==> src/rtl/core/pidfd_pkg.sv <==
`timescale 1ns / 1ps
package pidfd_pkg;

  // Widths of the Q16.16 datapath
  localparam int DATA_W = 32;
  localparam int FRAC_W = 16;
  localparam int OP_W   = DATA_W + 1;          // multiplier operand, signed
  localparam int PROD_W = 2 * OP_W;            // full product
  localparam int SUM_W  = DATA_W + 2;          // room for a three-term sum
  localparam int LIM_W  = 31;                  // symmetric limit and inverse-period registers
  localparam int FRC_W  = 17;                  // smoothing and period registers
  localparam int IDX_W  = 3;

  localparam logic [FRC_W-1:0] ONE_Q = FRC_W'(65536);

  // Register map
  localparam logic [IDX_W-1:0] REG_GAIN_PROP   = 3'd0;
  localparam logic [IDX_W-1:0] REG_GAIN_INTEG  = 3'd1;
  localparam logic [IDX_W-1:0] REG_GAIN_DERIV  = 3'd2;
  localparam logic [IDX_W-1:0] REG_DRIVE_LIMIT = 3'd3;
  localparam logic [IDX_W-1:0] REG_DERIV_SMOOTH = 3'd4;
  localparam logic [IDX_W-1:0] REG_DERIV_LIMIT = 3'd5;
  localparam logic [IDX_W-1:0] REG_SAMPLE_PER  = 3'd6;
  localparam logic [IDX_W-1:0] REG_INV_SAMPLE  = 3'd7;

  typedef enum logic [3:0] {
    ST_IDLE,
    ST_ERR,
    ST_DIFF,
    ST_M1,
    ST_M2,
    ST_M3,
    ST_M4,
    ST_M5,
    ST_M6,
    ST_M7,
    ST_M8,
    ST_FINAL
  } state_t;

  // Operand pair fed to the shared multiplier
  typedef enum logic [2:0] {
    MUL_NONE,
    MUL_ERR_SP,
    MUL_DIFF_ISP,
    MUL_DS_RAWD,
    MUL_OMDS_PREVD,
    MUL_KP_ERR,
    MUL_KI_INT,
    MUL_KD_PREVD
  } mul_sel_t;

  typedef struct packed {
    logic     idle;
    logic     ld_err;
    logic     ld_diff;
    logic     ld_acc;
    logic     ld_int;
    logic     ld_rawd;
    logic     ld_f1;
    logic     ld_fsum;
    logic     ld_filt;
    logic     ld_p;
    logic     ld_i;
    logic     ld_sum;
    logic     finish;
    mul_sel_t mul_sel;
  } ctrl_t;

  typedef struct packed {
    logic signed [DATA_W-1:0] val;
    logic                     hit;
  } clamp_t;

  // Saturate a sum that fits in SUM_W bits to the signed 32-bit range
  function automatic logic signed [DATA_W-1:0] sat_sum(input logic signed [SUM_W-1:0] v);
    logic signed [DATA_W-1:0] r;
    if (v[SUM_W-1:DATA_W-1] == '0 || v[SUM_W-1:DATA_W-1] == '1) begin
      r = v[DATA_W-1:0];
    end else if (v[SUM_W-1]) begin
      r = {1'b1, {(DATA_W-1){1'b0}}};
    end else begin
      r = {1'b0, {(DATA_W-1){1'b1}}};
    end
    return r;
  endfunction

  // Symmetric clamp to +-lim; hit only when strictly beyond
  function automatic clamp_t clamp_sym(input logic signed [DATA_W-1:0] v,
                                       input logic [LIM_W-1:0] lim);
    clamp_t r;
    logic signed [DATA_W:0] vx;
    logic signed [DATA_W:0] lx;
    logic signed [DATA_W:0] nx;
    vx = {v[DATA_W-1], v};
    lx = $signed({2'b00, lim});
    nx = -lx;
    if (vx > lx) begin
      r.val = lx[DATA_W-1:0];
      r.hit = 1'b1;
    end else if (vx < nx) begin
      r.val = nx[DATA_W-1:0];
      r.hit = 1'b1;
    end else begin
      r.val = v;
      r.hit = 1'b0;
    end
    return r;
  endfunction

endpackage

==> src/rtl/core/pidfd_if.sv <==
`timescale 1ns / 1ps
// Control tick channel
interface pidfd_tick_if;
  logic                             valid;
  logic                             ready;
  logic signed [pidfd_pkg::DATA_W-1:0] reference;
  logic signed [pidfd_pkg::DATA_W-1:0] feedback;
  logic                             clear;

  modport source (output valid, output reference, output feedback, output clear,
                  input ready);
  modport sink   (input valid, input reference, input feedback, input clear,
                  output ready);
endinterface

// Controller result channel
interface pidfd_result_if;
  logic                             valid;
  logic                             ready;
  logic signed [pidfd_pkg::DATA_W-1:0] drive;
  logic                             saturated;

  modport source (output valid, output drive, output saturated, input ready);
  modport sink   (input valid, input drive, input saturated, output ready);
endinterface

==> src/rtl/core/pidfd_qmul.sv <==
`timescale 1ns / 1ps
// Shared Q16.16 multiplier: registered product, floor shift, saturation.
// The product is registered, so the result follows in the cycle after the operands are presented.
module pidfd_qmul (
  input  logic                                clk,
  input  logic signed [pidfd_pkg::OP_W-1:0]   a,
  input  logic signed [pidfd_pkg::OP_W-1:0]   b,
  output logic signed [pidfd_pkg::DATA_W-1:0] res
);
  import pidfd_pkg::*;

  localparam int SH_W = PROD_W - FRAC_W;

  logic signed [PROD_W-1:0] prod;
  logic signed [SH_W-1:0]   shifted;

  always_ff @(posedge clk) begin
    prod <= a * b;
  end

  // arithmetic shift is floor division by 2^16
  assign shifted = prod[PROD_W-1:FRAC_W];

  always_comb begin
    if (shifted[SH_W-1:DATA_W-1] == '0 || shifted[SH_W-1:DATA_W-1] == '1) begin
      res = shifted[DATA_W-1:0];
    end else if (shifted[SH_W-1]) begin
      res = {1'b1, {(DATA_W-1){1'b0}}};
    end else begin
      res = {1'b0, {(DATA_W-1){1'b1}}};
    end
  end

endmodule

==> src/rtl/core/pidfd_fsm.sv <==
`timescale 1ns / 1ps
// Sequencer: steps one tick through the shared multiplier
module pidfd_fsm (
  input  logic             clk,
  input  logic             rst,
  input  logic             start,
  input  logic             clr,
  input  logic             slot_free,
  output pidfd_pkg::ctrl_t ctrl
);
  import pidfd_pkg::*;

  state_t state;
  state_t state_next;

  always_ff @(posedge clk) begin
    if (rst) begin
      state <= ST_IDLE;
    end else begin
      state <= state_next;
    end
  end

  // Next state
  always_comb begin
    state_next = state;
    unique case (state)
      ST_IDLE:  if (start) state_next = ST_ERR;
      ST_ERR:   state_next = clr ? ST_FINAL : ST_DIFF;
      ST_DIFF:  state_next = ST_M1;
      ST_M1:    state_next = ST_M2;
      ST_M2:    state_next = ST_M3;
      ST_M3:    state_next = ST_M4;
      ST_M4:    state_next = ST_M5;
      ST_M5:    state_next = ST_M6;
      ST_M6:    state_next = ST_M7;
      ST_M7:    state_next = ST_M8;
      ST_M8:    state_next = ST_FINAL;
      ST_FINAL: if (slot_free) state_next = ST_IDLE;
      default:  state_next = ST_IDLE;
    endcase
  end

  // Datapath strobes
  always_comb begin
    ctrl = '0;
    ctrl.mul_sel = MUL_NONE;
    unique case (state)
      ST_IDLE:  ctrl.idle = 1'b1;
      ST_ERR:   ctrl.ld_err = 1'b1;
      ST_DIFF: begin
        ctrl.ld_diff = 1'b1;
        ctrl.mul_sel = MUL_ERR_SP;
      end
      ST_M1: begin
        ctrl.ld_acc  = 1'b1;
        ctrl.mul_sel = MUL_DIFF_ISP;
      end
      ST_M2: begin
        ctrl.ld_int  = 1'b1;
        ctrl.ld_rawd = 1'b1;
      end
      ST_M3:    ctrl.mul_sel = MUL_DS_RAWD;
      ST_M4: begin
        ctrl.ld_f1   = 1'b1;
        ctrl.mul_sel = MUL_OMDS_PREVD;
      end
      ST_M5: begin
        ctrl.ld_fsum = 1'b1;
        ctrl.mul_sel = MUL_KP_ERR;
      end
      ST_M6: begin
        ctrl.ld_filt = 1'b1;
        ctrl.ld_p    = 1'b1;
        ctrl.mul_sel = MUL_KI_INT;
      end
      ST_M7: begin
        ctrl.ld_i    = 1'b1;
        ctrl.mul_sel = MUL_KD_PREVD;
      end
      ST_M8:    ctrl.ld_sum = 1'b1;
      ST_FINAL: ctrl.finish = slot_free;
      default:  ctrl.idle = 1'b0;
    endcase
  end

endmodule

==> src/rtl/core/pid_controller_filtered_derivative.sv <==
`timescale 1ns / 1ps
// Channel   Dir   Beat payload
// tick      in    reference[31:0] s, feedback[31:0] s, clear
// result    out   drive[31:0] s, saturated
// write     in    write_en, write_index[2:0], write_data[31:0] (no read-back)
//
// A tick steps through ERR, DIFF, M1 to M8 and FINAL (a clear tick goes from ERR
// straight to FINAL); the result loads in FINAL, after seven passes through the
// one shared 33x33 multiplier plus the adds (none for a clear tick).
// One tick is in flight at a time; tick.ready is high only when idle.
// The result sits in an output register, so the next tick may be accepted
// while it waits; the final step stalls until that register is free.
// rst is synchronous: registers 0, state zeroed, integration disabled.
module pid_controller_filtered_derivative (
  input  logic                              clk,
  input  logic                              rst,
  pidfd_tick_if.sink                        tick,
  pidfd_result_if.source                    result,
  input  logic                              write_en,
  input  logic [pidfd_pkg::IDX_W-1:0]       write_index,
  input  logic [pidfd_pkg::DATA_W-1:0]      write_data
);
  import pidfd_pkg::*;

  // Configuration registers
  logic signed [DATA_W-1:0] gain_prop;
  logic signed [DATA_W-1:0] gain_integ;
  logic signed [DATA_W-1:0] gain_deriv;
  logic [LIM_W-1:0]         drive_limit;
  logic [FRC_W-1:0]         deriv_smoothing;
  logic [LIM_W-1:0]         deriv_limit;
  logic [FRC_W-1:0]         sample_period;
  logic [LIM_W-1:0]         inv_sample_period;

  always_ff @(posedge clk) begin
    if (rst) begin
      gain_prop         <= '0;
      gain_integ        <= '0;
      gain_deriv        <= '0;
      drive_limit       <= '0;
      deriv_smoothing   <= '0;
      deriv_limit       <= '0;
      sample_period     <= '0;
      inv_sample_period <= '0;
    end else if (write_en) begin
      unique case (write_index)
        REG_GAIN_PROP:    gain_prop         <= write_data;
        REG_GAIN_INTEG:   gain_integ        <= write_data;
        REG_GAIN_DERIV:   gain_deriv        <= write_data;
        REG_DRIVE_LIMIT:  drive_limit       <= write_data[LIM_W-1:0];
        REG_DERIV_SMOOTH: deriv_smoothing   <= write_data[FRC_W-1:0];
        REG_DERIV_LIMIT:  deriv_limit       <= write_data[LIM_W-1:0];
        REG_SAMPLE_PER:   sample_period     <= write_data[FRC_W-1:0];
        REG_INV_SAMPLE:   inv_sample_period <= write_data[LIM_W-1:0];
        default:          gain_prop         <= gain_prop;
      endcase
    end
  end

  ctrl_t ctrl;
  logic  start;
  logic  slot_free;
  logic  out_valid;

  // Latched tick
  logic signed [DATA_W-1:0] ref_r;
  logic signed [DATA_W-1:0] fb_r;
  logic                     clr_r;

  // Controller state
  logic signed [DATA_W-1:0] integral;
  logic signed [DATA_W-1:0] prev_error;
  logic signed [DATA_W-1:0] prev_deriv;
  logic                     int_en;

  // Intermediates
  logic signed [DATA_W-1:0] err;
  logic signed [DATA_W-1:0] diff;
  logic signed [DATA_W-1:0] acc;
  logic signed [DATA_W-1:0] raw_d;
  logic signed [DATA_W-1:0] f1;
  logic signed [DATA_W-1:0] fsum;
  logic signed [DATA_W-1:0] p_term;
  logic signed [DATA_W-1:0] i_term;
  logic signed [DATA_W-1:0] sum;

  logic signed [DATA_W-1:0] drive_r;
  logic                     sat_r;

  logic signed [OP_W-1:0]   mul_a;
  logic signed [OP_W-1:0]   mul_b;
  logic signed [DATA_W-1:0] mul_res;
  logic [FRC_W-1:0]         ds_eff;
  logic [FRC_W-1:0]         ds_inv;
  clamp_t                   int_clamp;
  clamp_t                   filt_clamp;
  clamp_t                   drive_clamp;

  // no beat is taken while reset is held
  assign tick.ready = ctrl.idle && !rst;
  assign start      = tick.valid && tick.ready;
  assign slot_free  = !out_valid || result.ready;

  pidfd_fsm u_fsm (
    .clk       (clk),
    .rst       (rst),
    .start     (start),
    .clr       (clr_r),
    .slot_free (slot_free),
    .ctrl      (ctrl)
  );

  // Smoothing weight capped at one, and its complement
  assign ds_eff = (deriv_smoothing > ONE_Q) ? ONE_Q : deriv_smoothing;
  assign ds_inv = ONE_Q - ds_eff;

  // Multiplier operand select
  always_comb begin
    mul_a = '0;
    mul_b = '0;
    unique case (ctrl.mul_sel)
      MUL_NONE: begin
        mul_a = '0;
        mul_b = '0;
      end
      MUL_ERR_SP: begin
        mul_a = {err[DATA_W-1], err};
        mul_b = $signed({{(OP_W-FRC_W){1'b0}}, sample_period});
      end
      MUL_DIFF_ISP: begin
        mul_a = {diff[DATA_W-1], diff};
        mul_b = $signed({{(OP_W-LIM_W){1'b0}}, inv_sample_period});
      end
      MUL_DS_RAWD: begin
        mul_a = $signed({{(OP_W-FRC_W){1'b0}}, ds_eff});
        mul_b = {raw_d[DATA_W-1], raw_d};
      end
      MUL_OMDS_PREVD: begin
        mul_a = $signed({{(OP_W-FRC_W){1'b0}}, ds_inv});
        mul_b = {prev_deriv[DATA_W-1], prev_deriv};
      end
      MUL_KP_ERR: begin
        mul_a = {gain_prop[DATA_W-1], gain_prop};
        mul_b = {err[DATA_W-1], err};
      end
      MUL_KI_INT: begin
        mul_a = {gain_integ[DATA_W-1], gain_integ};
        mul_b = {integral[DATA_W-1], integral};
      end
      MUL_KD_PREVD: begin
        mul_a = {gain_deriv[DATA_W-1], gain_deriv};
        mul_b = {prev_deriv[DATA_W-1], prev_deriv};
      end
      default: begin
        mul_a = '0;
        mul_b = '0;
      end
    endcase
  end

  pidfd_qmul u_qmul (
    .clk (clk),
    .a   (mul_a),
    .b   (mul_b),
    .res (mul_res)
  );

  assign int_clamp   = clamp_sym(acc, drive_limit);
  assign filt_clamp  = clamp_sym(fsum, deriv_limit);
  assign drive_clamp = clamp_sym(sum, drive_limit);

  // Tick capture
  always_ff @(posedge clk) begin
    if (start) begin
      ref_r <= tick.reference;
      fb_r  <= tick.feedback;
      clr_r <= tick.clear;
    end
  end

  // Datapath intermediates
  always_ff @(posedge clk) begin
    if (ctrl.ld_err) begin
      err <= sat_sum(SUM_W'(ref_r) - SUM_W'(fb_r));
    end
    if (ctrl.ld_diff) begin
      diff <= sat_sum(SUM_W'(err) - SUM_W'(prev_error));
    end
    if (ctrl.ld_acc) begin
      acc <= sat_sum(SUM_W'(integral) + SUM_W'(mul_res));
    end
    if (ctrl.ld_rawd) begin
      raw_d <= mul_res;
    end
    if (ctrl.ld_f1) begin
      f1 <= mul_res;
    end
    if (ctrl.ld_fsum) begin
      fsum <= sat_sum(SUM_W'(f1) + SUM_W'(mul_res));
    end
    if (ctrl.ld_p) begin
      p_term <= mul_res;
    end
    if (ctrl.ld_i) begin
      i_term <= mul_res;
    end
    if (ctrl.ld_sum) begin
      sum <= sat_sum(SUM_W'(p_term) + SUM_W'(i_term) + SUM_W'(mul_res));
    end
  end

  // Controller state: integral, derivative memory, anti-windup enable
  always_ff @(posedge clk) begin
    if (rst) begin
      integral   <= '0;
      prev_error <= '0;
      prev_deriv <= '0;
      int_en     <= 1'b0;
    end else if (ctrl.finish && clr_r) begin
      integral   <= '0;
      prev_error <= '0;
      prev_deriv <= '0;
      int_en     <= 1'b0;
    end else begin
      if (ctrl.ld_int && int_en) begin
        integral <= int_clamp.val;
      end
      if (ctrl.ld_filt) begin
        prev_deriv <= filt_clamp.val;
      end
      if (ctrl.finish) begin
        int_en     <= !drive_clamp.hit;
        prev_error <= err;
      end
    end
  end

  // Result register
  always_ff @(posedge clk) begin
    if (rst) begin
      out_valid <= 1'b0;
    end else if (ctrl.finish) begin
      out_valid <= 1'b1;
    end else if (result.ready) begin
      out_valid <= 1'b0;
    end
  end

  always_ff @(posedge clk) begin
    if (ctrl.finish) begin
      drive_r <= clr_r ? '0 : drive_clamp.val;
      sat_r   <= clr_r ? 1'b0 : drive_clamp.hit;
    end
  end

  assign result.valid     = out_valid;
  assign result.drive     = drive_r;
  assign result.saturated = sat_r;

  // The result register is only loaded when it is free
  a_finish_free: assert property (@(posedge clk) disable iff (rst)
    ctrl.finish |-> slot_free)
    else $error("result overwritten while still pending");

  // No second tick is taken while one is in flight
  a_busy_after_accept: assert property (@(posedge clk) disable iff (rst)
    tick.valid && tick.ready |=> !tick.ready)
    else $error("tick accepted while busy");

  // A clear tick leaves the controller in its reset state
  a_clear_zeroes: assert property (@(posedge clk) disable iff (rst)
    ctrl.finish && clr_r |=> integral == '0 && prev_deriv == '0 && !int_en)
    else $error("clear tick did not zero controller state");

  // Integration stays frozen while a saturated result is on display
  a_windup_freeze: assert property (@(posedge clk) disable iff (rst)
    out_valid && sat_r |-> !int_en)
    else $error("integration enabled after a saturated tick");

endmodule

==> src/flat_wrapper.sv <==
// flat-port wrapper written by rule: the top's interface ports become plain ports
module pid_controller_filtered_derivative_flat import pidfd_pkg::*;
  (clk, rst, write_en, write_index, write_data, tick_valid, tick_reference, tick_feedback, tick_clear, tick_ready, result_valid, result_drive, result_saturated, result_ready);
  pidfd_tick_if tick_i ();
  pidfd_result_if result_i ();
  input  logic clk;
  input  logic rst;
  input  logic write_en;
  input  logic [pidfd_pkg::IDX_W-1:0] write_index;
  input  logic [pidfd_pkg::DATA_W-1:0] write_data;
  input wire logic [$bits(tick_i.valid)-1:0] tick_valid;
  input wire logic [$bits(tick_i.reference)-1:0] tick_reference;
  input wire logic [$bits(tick_i.feedback)-1:0] tick_feedback;
  input wire logic [$bits(tick_i.clear)-1:0] tick_clear;
  output wire logic [$bits(tick_i.ready)-1:0] tick_ready;
  output wire logic [$bits(result_i.valid)-1:0] result_valid;
  output wire logic [$bits(result_i.drive)-1:0] result_drive;
  output wire logic [$bits(result_i.saturated)-1:0] result_saturated;
  input wire logic [$bits(result_i.ready)-1:0] result_ready;
  assign tick_i.valid = tick_valid;
  assign tick_i.reference = tick_reference;
  assign tick_i.feedback = tick_feedback;
  assign tick_i.clear = tick_clear;
  assign tick_ready = tick_i.ready;
  assign result_valid = result_i.valid;
  assign result_drive = result_i.drive;
  assign result_saturated = result_i.saturated;
  assign result_i.ready = result_ready;
  pid_controller_filtered_derivative u_core (.clk(clk), .rst(rst), .tick(tick_i), .result(result_i), .write_en(write_en), .write_index(write_index), .write_data(write_data));
endmodule
==> config.mk <==
export PLATFORM = sky130hd
export DESIGN_NAME = pid_controller_filtered_derivative_flat
export DESIGN_NICKNAME = d
export VERILOG_FILES = /design/src/rtl/core/pidfd_pkg.sv /design/src/rtl/core/pidfd_if.sv /design/src/rtl/core/pidfd_qmul.sv /design/src/rtl/core/pidfd_fsm.sv /design/src/rtl/core/pid_controller_filtered_derivative.sv /design/src/flat_wrapper.sv
export SDC_FILE = /design/constraint.sdc
export NUM_CORES = 2
export LEC_CHECK = 0
export ABC_AREA = 0
export BUFFER_PORTS_ARGS = -buffer_cell sky130_fd_sc_hd__buf_2
export CAP_MARGIN = 20
export CORE_MARGIN = 2
export CORE_UTILIZATION = 58
export DETAILED_ROUTE_END_ITERATION = 8
export GPL_ROUTABILITY_DRIVEN = 0
export PLACE_DENSITY = 0.74
export SLEW_MARGIN = 0
export SYNTH_ARGS = -nofsm -noshare
export SYNTH_HDL_FRONTEND = slang
export SYNTH_SLANG_ARGS = --single-unit
==> constraint.sdc <==
create_clock -name clk -period 14.11 [get_ports clk]
set_input_delay 0.7055 -clock clk [delete_from_list [all_inputs] [get_ports clk]]
set_output_delay 0.7055 -clock clk [all_outputs]
set_load 0.02 [all_outputs]
== Yosys cells after proc, flatten, opt, wreduce, memory -nomap -nowiden ==
Cells that the tools add are included.

* Input bits: 105
* Flip-flop bits (word level): 777
* Latch bits: 0
* Word-level logic and storage cells: 155
* Memories kept: 0
* Output and inout port bits: 35
* Bits in writable memories: 0
* Bits in read-only memories: 0

* Reductions and logical operators: 36
* Equality and inequality tests: 33
* $mul: 1
* Multiplexer cells: 39
* Shift-type cells: 0
* $add $sub $neg: 9
* Divide/modulo/power cells: 0
* Bitwise operators: 0
* Order comparisons: 7

{| class="wikitable"
|+ Operator list
! operator !! number
|-
| $mux W32 || 13
|-
| $pmux W33 S8 || 1
|-
| $pmux W33 S7 || 1
|-
| $mux W33 || 5
|-
| $add A32 B32 Y33 || 3
|-
| $lt A32 B33 Y1 || 3
|-
| $gt A32 B32 Y1 || 3
|-
| $mul A33 B33 Y66 || 1
|-
| $neg A31 Y33 || 2
|-
| $sub A32 B32 Y33 || 2
|-
| $pmux W4 S12 || 1
|-
| $eq A3 B3 Y1 const B || 13
|-
| $add A33 B32 Y34 || 1
|-
| $logic_not A3 Y1 || 7
|-
| $pmux W3 S7 || 1
|-
| $eq A19 B19 Y1 const B || 1
|-
| $logic_not A19 Y1 || 1
|-
| $reduce_and A2 Y1 || 9
|-
| $gt A17 B17 Y1 const B || 1
|-
| $mux W17 || 1
|-
| $sub A17 B17 Y17 const A || 1
|-
| $eq A4 B3 Y1 const B || 4
|-
| $eq A4 B4 Y1 const B || 4
|-
| $eq A3 B2 Y1 const B || 4
|-
| 14 further kinds || 42
|}

== Logic depth before layout (Yosys ltp) ==
* Word-level depth: 7
* Gate-level depth with buffers: 41
* Gate-level depth less buffers: 38

== By module ==
A second synthesis with hierarchy kept.

* Cell total of the unflattened synthesis: 8950
* Area total of the unflattened synthesis: 83174.8 um^2

{| class="wikitable"
|+ Modules (own cells, without submodules)
! module !! area an instance (um^2) !! sequential area each (um^2) !! times used !! cells each
|-
| pid_controller_filtered_derivative || 43269.0 || 18017.3 || 1 || 4682
|-
| pidfd_qmul || 39532.9 || 1001.0 || 1 || 4214
|-
| pidfd_fsm || 372.9 || 80.1 || 1 || 54
|}

== Least setup slack after synthesis ==
Ideal clock, no wire load.

* Path kind: register to register
* Start point: register u_core.u_fsm.state[2]
* End point: register u_core.u_qmul.prod[65]
* Library setup time: 116 ps
* Cell stages (with the launch flop): 38
* Data arrival time: 9999 ps
* Data required time: 13994 ps
* Buffers on the path: 5
* Clock period less this slack: 10115 ps
* Setup slack: 3995 ps
* Cell sequence: dfxtp_1 buf_2 buf_2 inv_1 nand2_1 nor3_1 clkbuf_1 buf_1 nand2_1 nand4_1 clkbuf_1 nand2_1 fa_1 inv_1 fa_1 inv_1 fa_1 inv_1 [... 2 more ...] fa_1 fa_1 inv_1 fa_1 inv_1 ha_1 a21o_1 a21o_1 a21oi_1 o21a_1 o41ai_1 a31oi_1 o21a_2 o21ai_4 a21oi_4 o21ai_2 a2111o_1 o211a_1

* Word-level cells in the longest chain between the ends: 6
* Elaborated cells on any way between the ends: 20
* Classes of those cells: 1 x mul; 14 x eq/ne; 3 x mux; 2 x reduce/logical

{| class="wikitable"
|+ RTL lines
! what !! RTL line !! RTL
|-
| start, declared || pidfd_fsm.sv:13 || <nowiki>state_t state;</nowiki>
|-
| start signal, assigned || pidfd_fsm.sv:20 || <nowiki>state <= state_next;</nowiki>
|-
| $eq A4 B4 Y1, or another cell as far along || pidfd_fsm.sv:48 || <nowiki>unique case (state)</nowiki>
|-
| $pmux W3 S7 (*) || pidfd_fsm.sv:48 ||
|-
| $eq A3 B3 Y1 || pid_controller_filtered_derivative.sv:121 || <nowiki>unique case (ctrl.mul_sel)</nowiki>
|-
| $reduce_or A2 Y1 (no source line) || -- ||
|-
| $pmux W33 S7 || pid_controller_filtered_derivative.sv:121 ||
|-
| $mul A33 B33 Y66 (*) || pidfd_qmul.sv:18 || <nowiki>prod <= a * b;</nowiki>
|-
| end signal, assigned || pidfd_qmul.sv:18 ||
|-
| end, declared || pidfd_qmul.sv:14 || <nowiki>logic signed [PROD_W-1:0] prod;</nowiki>
|}

Every way passes the cells marked *; elsewhere a longest branch is shown, timed or not.
A chain may end at the register's enable or synchronous reset.

== Worst setup path in the final report ==
* Start point: register u_core.u_fsm.state[3]
* End point: register u_core.u_qmul.prod[65]

The elaborated chain is that of the path after synthesis.

==> results.yml <==
floorplan:
  core_sq_mm: 0.137
  floorplan.initialDensity: 0.585
  die-height_microns: 376
  die_w_microns: 376
  dieArea_sq_mm: 0.142
  num_rows: 136
  ios: 140
drt:
  wl_per_cell_microns: 24.8
  routed_via_density: 6.24
  drt_iter0_markers: 8051
  detail-route-antenna-nets: 0
  wl_microns: 260000
  remaining_drc_errors: 0
  drtPass1Iterations: 9
  via_count: 65545
clocking:
  clock_latency_ns: 0.72
  path_clk_slew_ns: 0.07
  numCtsBuffers: 83
  cts_setup_buffers: 0
  cts_buffer_depth: 3
  htree_levels: 3
  clockRootBuffer: "clkbuf_16"
  cts_tree: "done"
  cts_resized: 0
  cts_hold_buf: 0
  cts.sinks: 761
power:
  p_leak_uw: 0.0381
  swShare: 0.524
  peakVddDrop_mv: 0.281
  combPwrFrac: 0.676
  p_seq_frac: 0.200
  power_frac_clock: 0.124
  p_switching_uw: 9700
  p_int_uw: 8800
  powerDensity_mw_per_mm2: 216
timing:
  finalHoldViolCount: 0
  tightest_slew_ns: 1.24
  tns_ns: 0
  max-slew-margin-rel: 0.171
  final.setup_skew_ns: 0.0385
  period_share: 0.850
  setup_viol: 0
  drv_slew: 0
  fmax_ghz: 0.0834
  min_period_ns: 11.99
  rsz0062_at_grt: "no"
yosys:
  synth_edf_count: 386
  synth-simple-area-share: 0.142
  post_synth.cell_area_avg_sq_um: 9.22
  ys_warn_count: 0
  synthMostInstantiatedCell: "nand2_1"
  async_reset_ff_frac: 0
  synth_xor_area_frac: 0.0278
  synth_common_cells: "nand2_1 (1494), inv_1 (1335), fa_1 (1159)"
  synthTopCellsByArea: "fa_1 (29%), edfxtp_1 (14%), dfxtp_1 (9.3%), ha_1 (8.8%), nand2_1 (7.0%)"
  synth_top_family_by_area: "adder cells"
  syn-cell-area_sq_mm: 0.0804
  synth_seq_cells: 761
  ys_types: 103
  muxShareOfSynthArea: 0.0106
  synthFlopType: "edfxtp_1"
  synth_compound_area_frac: 0.117
  synth_nets: 10551
  yosysTopAreaCellShare: 0.288
  synthCells: 8724
  synthAdderAreaFrac: 0.381
  yosysTopAreaCell: "fa_1"
  seq_area_frac_synth: 0.237
critical_path:
  crit_type: "register to register"
  crit_path_top_delay_cell: "dfxtp_1"
  cp_max_fo: 65
  cpMostUsedCell: "fa_1"
  critPathCaptureType: "register"
  cp_data_arrival_time_ns: 12.58
  required_ns: 14.70
  critPathMaxStageDelay_ns: 0.89
  cp-start-kind: "register"
global_route:
  grt_max_degree: 96
  antenna_found_initial: 24
  grt_pass1_wl_microns: 396000
  gr-usage-all-layers: 0.371
  gr-total-overflow: 0
  grt_pass1_vias: 66373
finish:
  n_fill_cell: 11270
  final_nets: 10457
  stdcell_count: 10505
  drive_above_1_share: 0.0568
  seq_area_sq_mm: 0.0191
  syn2layout_area_growth_pct: 6.62
  final_core_util: 0.624
  multi_input_area_sq_mm: 0.0547
  top_register: "u_core.u_qmul.prod"
  largest_reg_flops: 50
placed_design:
  hpwl_microns: 197000
  portBuffers: 139
  placed_cells: 10334
min_path:
  hp-class: "input pin to register"
run:
  cap_viol_max_count: 0
outcome:
  outcome: "completed"
## critical path, delay by kind of cell (launching register included)
kind | cells | cell delay [ns]
flip-flops | 1 | 0.89
buffers and inverters | 8 | 2.59
AND/OR/NAND/NOR | 5 | 1.29
adder cells (fa/ha/maj) | 9 | 4.65
AO/OA/AOI/OAI | 11 | 2.35
## layout by cell type, fill, tap and decap left out, types with 88 or more instances in the layout
cell type and n:
nand2_1 1493, inv_1 1335, fa_1 1159, a21oi_1 567, ha_1 563, edfxtp_1 386, dfxtp_1 375, nor2_1 360
o21ai_0 224, a21o_1 211, xnor2_1 182, nand3_1 147, buf_4 141, buf_2 138, nand4_1 126, and2_1 113
a22oi_1 97, clkbuf_16 88
## cell families after synthesis
logic type,count (synthesis)
AO/OA/AOI/OAI,1475
XOR/XNOR,254
adder cells (fa/ha/maj),1759
buffers and inverters,1804
flip-flops,761
multiplexers,85
AND/OR/NAND/NOR,2586
## final timing paths
kind	start	to	slack, ns	cells past startpoint
setup / recovery	u_core.u_fsm.state[3]$_SDFFE_PP0P_	u_core.u_qmul.prod[65]$_DFF_P_	2.12	33
hold / removal	tick_clear	u_core.clr_r$_DFFE_PP_	0.17	1
setup reg to reg	u_core.u_fsm.state[3]$_SDFFE_PP0P_	u_core.u_qmul.prod[65]$_DFF_P_	2.12	33
hold reg to reg	u_core.gain_prop[5]$_SDFFE_PP0P_	u_core.gain_prop[5]$_SDFFE_PP0P_	0.46	2
## final cells by class
| cell class | count | area share |
|---|---|---|
| clock inverter | 35 | 0.00442 |
| sequential | 761 | 0.223 |
| timing repair buffer | 286 | 0.0218 |
| antenna | 13 | 0.000379 |
| multi-input combinational | 6159 | 0.637 |
| inverter | 1339 | 0.0586 |
| tap | 1794 | 0.0262 |
| clock buffer | 118 | 0.0284 |
## metal layers
layer | routed length [microns] | global-route usage | up-vias
met5 | 300 | 0.00720 | -
met4 | 22600 | 0.256 | 14
met2 | 111000 | 0.552 | 4119
met1 | 91600 | 0.455 | 32077
li1 | - | - | 28162
met3 | 34700 | 0.128 | 1173
## power by group through the flow
stage / registers, uW / logic (uW) / clock network (uW)
final: 3700 / 12500 / 2290
after global routing: 3690 / 13200 / 2390
after CTS: 3660 / 12100 / 2300
after detailed placement: 3710 / 12000 / 0
after global placement: 3700 / 11700 / 0
after floorplan: 3530 / 7880 / 0
## metrics by stage
stage               total power [uW]  cell area [sq um]  worst slack [ns]  hold slack, ns
finish                         18500              85800              2.12           0.168
floorplan                      11400              80400              3.99           0.431
global route                   19300              85700              1.63           0.150
detailed placement             15700              82800              2.41           0.447
global placement               15400              82800              2.67           0.441
CTS                            18000              85600              2.40           0.147
Power figures use the tool's default switching activity.
